**config.mk**
```make
export PLATFORM = sky130hd
export DESIGN_NAME = hitl_ctrl
export DESIGN_NICKNAME = d
export VERILOG_FILES = /design/src/rtl/core/assert_macros.svh /design/src/rtl/core/hitl_pkg.sv /design/src/rtl/core/hitl_ctrl.sv
export SDC_FILE = /design/constraint.sdc
export NUM_CORES = 1
export LEC_CHECK = 0
export BUFFER_PORTS_ARGS = -buffer_cell sky130_fd_sc_hd__clkbuf_2
export CORE_AREA = 2 2 39 41
export DETAILED_ROUTE_END_ITERATION = 10
export DIE_AREA = 0 0 41 43
export GPL_TIMING_DRIVEN = 0
export MAX_ROUTING_LAYER = met4
export SYNTH_ARGS = -nofsm -noshare
export SYNTH_HDL_FRONTEND = slang
export SYNTH_SLANG_ARGS = --single-unit
```
**constraint.sdc**
```tcl
create_clock -name clk_i -period 1.7 [get_ports clk_i]
set_clock_uncertainty 0.1 [all_clocks]
set_input_delay 0.34 -clock clk_i [delete_from_list [all_inputs] [get_ports clk_i]]
set_output_delay 0.34 -clock clk_i [all_outputs]
set_load 0.05 [all_outputs]
```
**src/rtl/core/assert_macros.svh**
```systemverilog
// ----------------------------------------------------------------------------
// Assertion macros
// Concurrent assertion helpers used by the RTL, removable with ASSERT_OFF.
// ----------------------------------------------------------------------------
`ifndef ASSERT_MACROS_SVH
`define ASSERT_MACROS_SVH
`ifndef ASSERT_OFF
`define ASSERT_CLK(lbl, clk, rstn, prop) \
  lbl: assert property (@(posedge clk) disable iff (!rstn) prop) \
    else $error("assertion failed");
`define ASSERT_NEVER(lbl, clk, rstn, expr) \
  lbl: assert property (@(posedge clk) disable iff (!rstn) !(expr)) \
    else $error("forbidden condition");
`else
`define ASSERT_CLK(lbl, clk, rstn, prop)
`define ASSERT_NEVER(lbl, clk, rstn, expr)
`endif
`endif

```
**src/rtl/core/hitl_pkg.sv**
```systemverilog
// ----------------------------------------------------------------------------
// hitl_pkg
// Types and constants of the hash id interning table.
// ----------------------------------------------------------------------------
`timescale 1ns / 1ps

package hitl_pkg;

  localparam int CAPACITY = 1024;
  localparam int CAP_W    = $clog2(CAPACITY);
  localparam int KEY_W    = 32;
  localparam int ID_W     = 10;
  localparam int CNT_W    = 11;
  localparam int STATUS_W = 2;

  localparam logic [KEY_W-1:0] HASH_MULT = 32'h9E37_79B9;
  localparam logic [KEY_W-1:0] BAD_KEY   = 32'hFFFF_FFFF;
  localparam logic [CNT_W-1:0] FILL_LIMIT_RST = 11'd768;

  typedef enum logic {
    OP_GET_INSERT = 1'b0,
    OP_CLEAR      = 1'b1
  } opcode_e;

  typedef enum logic [STATUS_W-1:0] {
    STATUS_OK      = 2'd0,
    STATUS_FULL    = 2'd1,
    STATUS_BAD_KEY = 2'd2
  } status_e;

  typedef enum logic [2:0] {
    ST_INIT,
    ST_IDLE,
    ST_HASH,
    ST_PROBE,
    ST_CLEAR,
    ST_REPLY
  } state_e;

  typedef enum logic [2:0] {
    RES_CLEAR,
    RES_BAD_KEY,
    RES_FULL,
    RES_FOUND,
    RES_INSERT
  } res_e;

  typedef struct packed {
    logic             valid;
    logic [ID_W-1:0]  id;
    logic [KEY_W-1:0] key;
  } slot_t;

  typedef struct packed {
    logic accept;
    logic hash_start;
    logic advance;
    logic sweep_step;
    logic clear_count;
    logic write_entry;
    logic load_out;
    res_e res_kind;
  } ctrl_cmd_t;

  typedef struct packed {
    logic in_clear;
    logic in_bad_key;
    logic op_clear;
    logic slot_valid;
    logic slot_match;
    logic count_full;
    logic probe_last;
    logic sweep_last;
    logic out_free;
  } dp_sts_t;

endpackage

```
**src/rtl/core/hitl_ctrl.sv**
```systemverilog
// ----------------------------------------------------------------------------
// hitl_ctrl
// Controller: init sweep, accept, hash, probe walk, clear sweep and reply.
// ----------------------------------------------------------------------------
`timescale 1ns / 1ps

module hitl_ctrl (
  input  logic                clk_i,
  input  logic                rst_ni,
  input  logic                in_valid_i,
  output logic                in_stall_o,
  input  hitl_pkg::dp_sts_t   sts_i,
  output hitl_pkg::ctrl_cmd_t cmd_o
);

  hitl_pkg::state_e state_q, state_d;

  always_ff @(posedge clk_i or negedge rst_ni) begin
    if (!rst_ni) begin
      state_q <= hitl_pkg::ST_INIT;
    end else begin
      state_q <= state_d;
    end
  end

  always_comb begin
    state_d = state_q;
    unique case (state_q)
      hitl_pkg::ST_INIT: begin
        if (sts_i.sweep_last) state_d = hitl_pkg::ST_IDLE;
      end
      hitl_pkg::ST_IDLE: begin
        if (in_valid_i) begin
          if (sts_i.in_clear) state_d = hitl_pkg::ST_CLEAR;
          else if (sts_i.in_bad_key) state_d = hitl_pkg::ST_REPLY;
          else state_d = hitl_pkg::ST_HASH;
        end
      end
      hitl_pkg::ST_HASH: state_d = hitl_pkg::ST_PROBE;
      hitl_pkg::ST_PROBE: begin
        if ((!sts_i.slot_valid || sts_i.slot_match || sts_i.probe_last) && sts_i.out_free) begin
          state_d = hitl_pkg::ST_IDLE;
        end
      end
      hitl_pkg::ST_CLEAR: begin
        if (sts_i.sweep_last) state_d = hitl_pkg::ST_REPLY;
      end
      hitl_pkg::ST_REPLY: begin
        if (sts_i.out_free) state_d = hitl_pkg::ST_IDLE;
      end
      default: state_d = hitl_pkg::ST_INIT;
    endcase
  end

  always_comb begin
    cmd_o          = '0;
    cmd_o.res_kind = hitl_pkg::RES_CLEAR;
    in_stall_o     = 1'b1;
    unique case (state_q)
      hitl_pkg::ST_INIT: cmd_o.sweep_step = 1'b1;
      hitl_pkg::ST_IDLE: begin
        in_stall_o   = 1'b0;
        cmd_o.accept = in_valid_i;
      end
      hitl_pkg::ST_HASH: cmd_o.hash_start = 1'b1;
      hitl_pkg::ST_PROBE: begin
        if (!sts_i.slot_valid) begin
          cmd_o.load_out = sts_i.out_free;
          if (sts_i.count_full) begin
            cmd_o.res_kind = hitl_pkg::RES_FULL;
          end else begin
            cmd_o.res_kind    = hitl_pkg::RES_INSERT;
            cmd_o.write_entry = sts_i.out_free;
          end
        end else if (sts_i.slot_match) begin
          cmd_o.load_out = sts_i.out_free;
          cmd_o.res_kind = hitl_pkg::RES_FOUND;
        end else if (sts_i.probe_last) begin
          cmd_o.load_out = sts_i.out_free;
          cmd_o.res_kind = hitl_pkg::RES_FULL;
        end else begin
          cmd_o.advance = 1'b1;
        end
      end
      hitl_pkg::ST_CLEAR: begin
        cmd_o.sweep_step  = 1'b1;
        cmd_o.clear_count = sts_i.sweep_last;
      end
      hitl_pkg::ST_REPLY: begin
        cmd_o.load_out = sts_i.out_free;
        cmd_o.res_kind = sts_i.op_clear ? hitl_pkg::RES_CLEAR : hitl_pkg::RES_BAD_KEY;
      end
      default: cmd_o = '0;
    endcase
  end

endmodule

```
# Yosys cells after proc, flatten, opt, wreduce, memory -nomap -nowiden
# Index checks and enable logic that the tools add are counted.
# Widths: inputs -> output; s select.
[word_totals]
regBits = 3
latchBits = 0
ramBits = 0
mem_bits_ro = 0
in_bits = 12
elab_cells = 44
memories = 0
[classes]
addsub = 0
n_mul = 0
n_div = 0
order_cmp = 0
n_eq_ne = 10
n_shift = 0
n_mux = 26
n_bitwise = 0
reduce_logical = 7
[ops]
columns = ["op", "count"]
rows = [
  ["$mux 3", 8],
  ["$pmux 3 s6", 1],
  ["$mux 1", 13],
  ["$mux 4", 3],
  ["$ne 2x2->1 const B", 5],
  ["$pmux 4 s2", 1],
  ["$eq 3x2->1 const B", 2],
  ["$eq 3x3->1 const B", 2],
  ["$reduce_and 5->1", 1],
  ["$eq 3x1->1 const B", 1],
  ["$logic_not 3->1", 1],
  ["$logic_or 1x1->1", 2],
  ["$reduce_or 2->1", 1],
  ["$logic_and 1x1->1", 1],
  ["$logic_not 1->1", 1],
]

# Logic depth before layout (Yosys ltp)
[depth]
depth_word = 6
mapped_depth = 5
depth_no_buf = 4

# Worst setup path before layout
# OpenSTA, ideal clock, no wires.
[synth_timing]
path_type = "register -> output"
from = "register state_q[2]"
to = "output port cmd_o[4] in the netlist's numbering"
arrival_ns = 2.346
path_slack_ns = -1.086
path_stages_with_launch = 5
path_cell_list = "dfrtp_1 -> buf_4 -> nand3b_4 -> nor3_1 -> and2_1"
[synth_lines]
columns = ["item", "line_no", "rtl"]
rows = [
  ["start, declared", "hitl_ctrl.sv:16", "hitl_pkg::state_e state_q, state_d;"],
  ["start signal, assigned", "hitl_ctrl.sv:20", "state_q <= hitl_pkg::ST_INIT;"],
  ["start signal, assigned", "hitl_ctrl.sv:22", "state_q <= state_d;"],
  ["end, declared", "hitl_ctrl.sv:13", "output hitl_pkg::ctrl_cmd_t cmd_o"],
]

==> metrics.md <==
| Metric | Value |
|---|---|
| Outcome | finished with violations |
| Failing checks | setup timing |
| Gr ovfl total | 0 |
| Final core utilization | 0.5850 |
| Final Power | approximately 1.3 mW |
| Die X | between 40 and 50 µm |
| Crit Path Class | flop to primary output |
| Layout cells sized above 1 | 0.6667 |
| CTS root buffer | clkbuf_4 |
| Setup ws final | -0.2107 ns |
| Drt pass-1 iters | 4 |
| Initial antenna violation count | 0 |
| Seq/Total Area, Yosys | 0.2105 |
| R2R depth | 7 |
| DR iter-0 viols | 7 |
| Synth unique cells | 28 |
| CTS tree | yes |
| Main synth FF type | dfrtp_1 |
| End of the critical path | cmd_o[0] |
| GPL Wtd Cong | between 0.7 and 0.8 |
| Slew @ Worst Pin | between 0.3 and 0.4 ns |
| Max-cap violations | 0 |
| Avg WL per Cell | about 13 µm |
| Ys Warns | 0 |
| Largest regs | state_q: 3 flops |
| Worst r2r src | state_q[2] |
| Final period util | 1.124 |
| Detailed-route via count | 491 |
| FF-to-FF End | state_q[0] |
| RSZ-0062 raised after global routing | yes |
| #FFs+latches synth | 3 |
| Hold Path Class | primary input to flop |
| Top cells by area, synth | dfrtp_1 (21%), nor2_1 (11%), nand3b_4 (5.6%) |
| First-pass GRT wire length | about 1700 µm |
| Vias/cell | 5.062 |
| Startpoint types | flop |
| Fmax | between 500 and 600 MHz |
| Avg Cell Area, Syn | about 7.9 µm² |
| Vias in the first global route | a little over 400 |
| Total core area | around 1400 µm² |
| Worst Setup SP | state_q[2] |
| N_diodes | 0 |
| Num CTS Buffers | 3 |
| IO Count | 23 |
| Slew Viols, Final | 0 |
| Die area | 1763 µm² |
| LEAKAGE | 0.3729 nW |
| Peak supply drop | about 530 µV |
| Clock slew at reported path FFs | roughly 0.040 ns |
| Final setup vio count | 12 |
| Final nets | between 90 and 100 |
| Latest clock arrival within the worst-skew pair | around 0.24 ns |
| Initial Utilization | 0.2577 |
| Reg2Reg Setup Slack | -0.19 ns |
| Die height | roughly 43 µm |
| Largest register FFs | 3 |
| Mapped Cells | 45 |
| Final wirelength | 1293 µm |
| Top reg by flops | state_q |
| ANT nets after route | 0 |
| Rows | 14 |
| Largest net degree at the start of global routing | 11 |
| Layout area overhead | 127.0% |
| Post-synth ARST share | 1.000 |
| Mapped Nets | 57 |
| Crit path max fanout | 10 |
| Final hold vios | 0 |
| Mapped Area | ~360 µm² |
| Post-synth EDFFs | 0 |
| H-tree depth | 1 |
| Power density cells | 1608 nW/µm² |
| Slew HR | 0.7802 |
| Clock buffer depth | 2 |
| Clock Sinks | 3 |
| CP endpoint kind | primary output |
| Top cell type's share of synthesized area | 0.2105 |
| IO Port Bufs | 22 |
| Cell accounting for the most synthesized area | dfrtp_1 |
| DRC Markers | 0 |
| Crit path time final | between 1.5 and 2 ns |
| Global Route Usage Sum | 0.1546 |
| Worst Path Arrival | between 1 and 1.5 ns |
| DPL Wire Length | slightly above 700 µm |
| Worst EP required | ~1.3 ns |
==> worst min-delay path by stage <==
stage | startpoint | endpoint | slack [ns] | cells past startpoint
2_1_floorplan | rst_ni | state_q[0] | -0.06 | 0
3_3_place_gp | rst_ni | state_q[0] | 0.03 | 1
3_5_place_dp | rst_ni | state_q[0] | 0.04 | 1
4_1_cts | in_valid_i | state_q[1] | 0.30 | 3
5_1_grt | in_valid_i | state_q[1] | 0.30 | 3
6_report | in_valid_i | state_q[1] | 0.30 | 3
==> logic make-up (layout without fill, tap and decap cells) <==
logic type      Yosys count  in the layout  share of synthesized area
compound gates            7              7                     0.1579
buf+inv                   4             40                    0.07367
flops                     3              3                     0.2105
mux                       2              2                    0.07016
simple gates             29             29                     0.4878
==> power breakdown <==
group / switching (mW) / leakage, nW / internal [mW]
Combinational: 0.547 / 0.321 / 0.503
Sequential: 0.0204 / 0.0373 / 0.100
Clock: 0.0433 / 0.0150 / 0.0884
Total: 0.611 / 0.373 / 0.691
==> metal layers <==
layer  routed length, µm  GRT usage  share of wire
met5                   0          -              0
met3                  61    0.04712          0.047
met2                 688     0.2125           0.53
met4                  26     0.1000          0.020
met1                 516     0.1877           0.40
==> stage by stage <==
stage | setup TNS [ns] | instances | hold WS (ns) | setup slack [ns] | area (µm²)
floorplan | -1.131 | 45 | -0.05559 | -0.2669 | 419.2
global placement | -0.7822 | 83 | 0.03498 | -0.3746 | 549.3
detailed placement | -0.8493 | 83 | 0.03630 | -0.3881 | 549.3
CTS | -0.8223 | 94 | 0.2967 | -0.2054 | 758.2
global route | -1.951 | 97 | 0.2990 | -0.2605 | 809.5
finish | -1.280 | 97 | 0.3030 | -0.2107 | 809.5
==> final cells by class <==
type | count | area (µm²)
tap | 16 | 20.02
clock buffer | 4 | 26.28
buffer | 3 | 36.28
multi-input combinational | 38 | 344.1
fill | 106 | 574.3
sequential | 3 | 75.07
timing repair buffer | 32 | 304.0
inverter | 1 | 3.754
==> layout by cell type, fill, tap and decap left out, types with 2 or more instances in the layout <==
cell type / instances
dfrtp_1: 3
nor3b_2: 2
nor2_4: 4
buf_4: 8
clkbuf_4: 4
nand2_1: 2
nor2_1: 6
nor2b_1: 2
clkbuf_8: 5
buf_6: 3
a21oi_1: 2
buf_8: 4
clkbuf_2: 11
==> cells in the mapped netlist (all sizes together) (2+ instances only) <==
cell   number
nor2       10
nor3b       2
buf         2
a21oi       2
nor3        3
nand2       2
dfrtp       3
nor2b       2
==> repair_timing <==
item	4_1_cts	5_1_grt
buffers inserted	6	3
pin swaps	2	1
hold buffers	1	0
resized for setup	27	11
hold endpoints to repair	3	0
endpoints found under the setup margin	11	12
==> critical path: stages (launching register included) <==
cell and delay (ns):
dfrtp_1 0.37, buf_6 0.16, or3b_4 0.39, a21boi_4 0.14, buf_8 0.16
No activity file was read; power rests on OpenSTA's default activity.
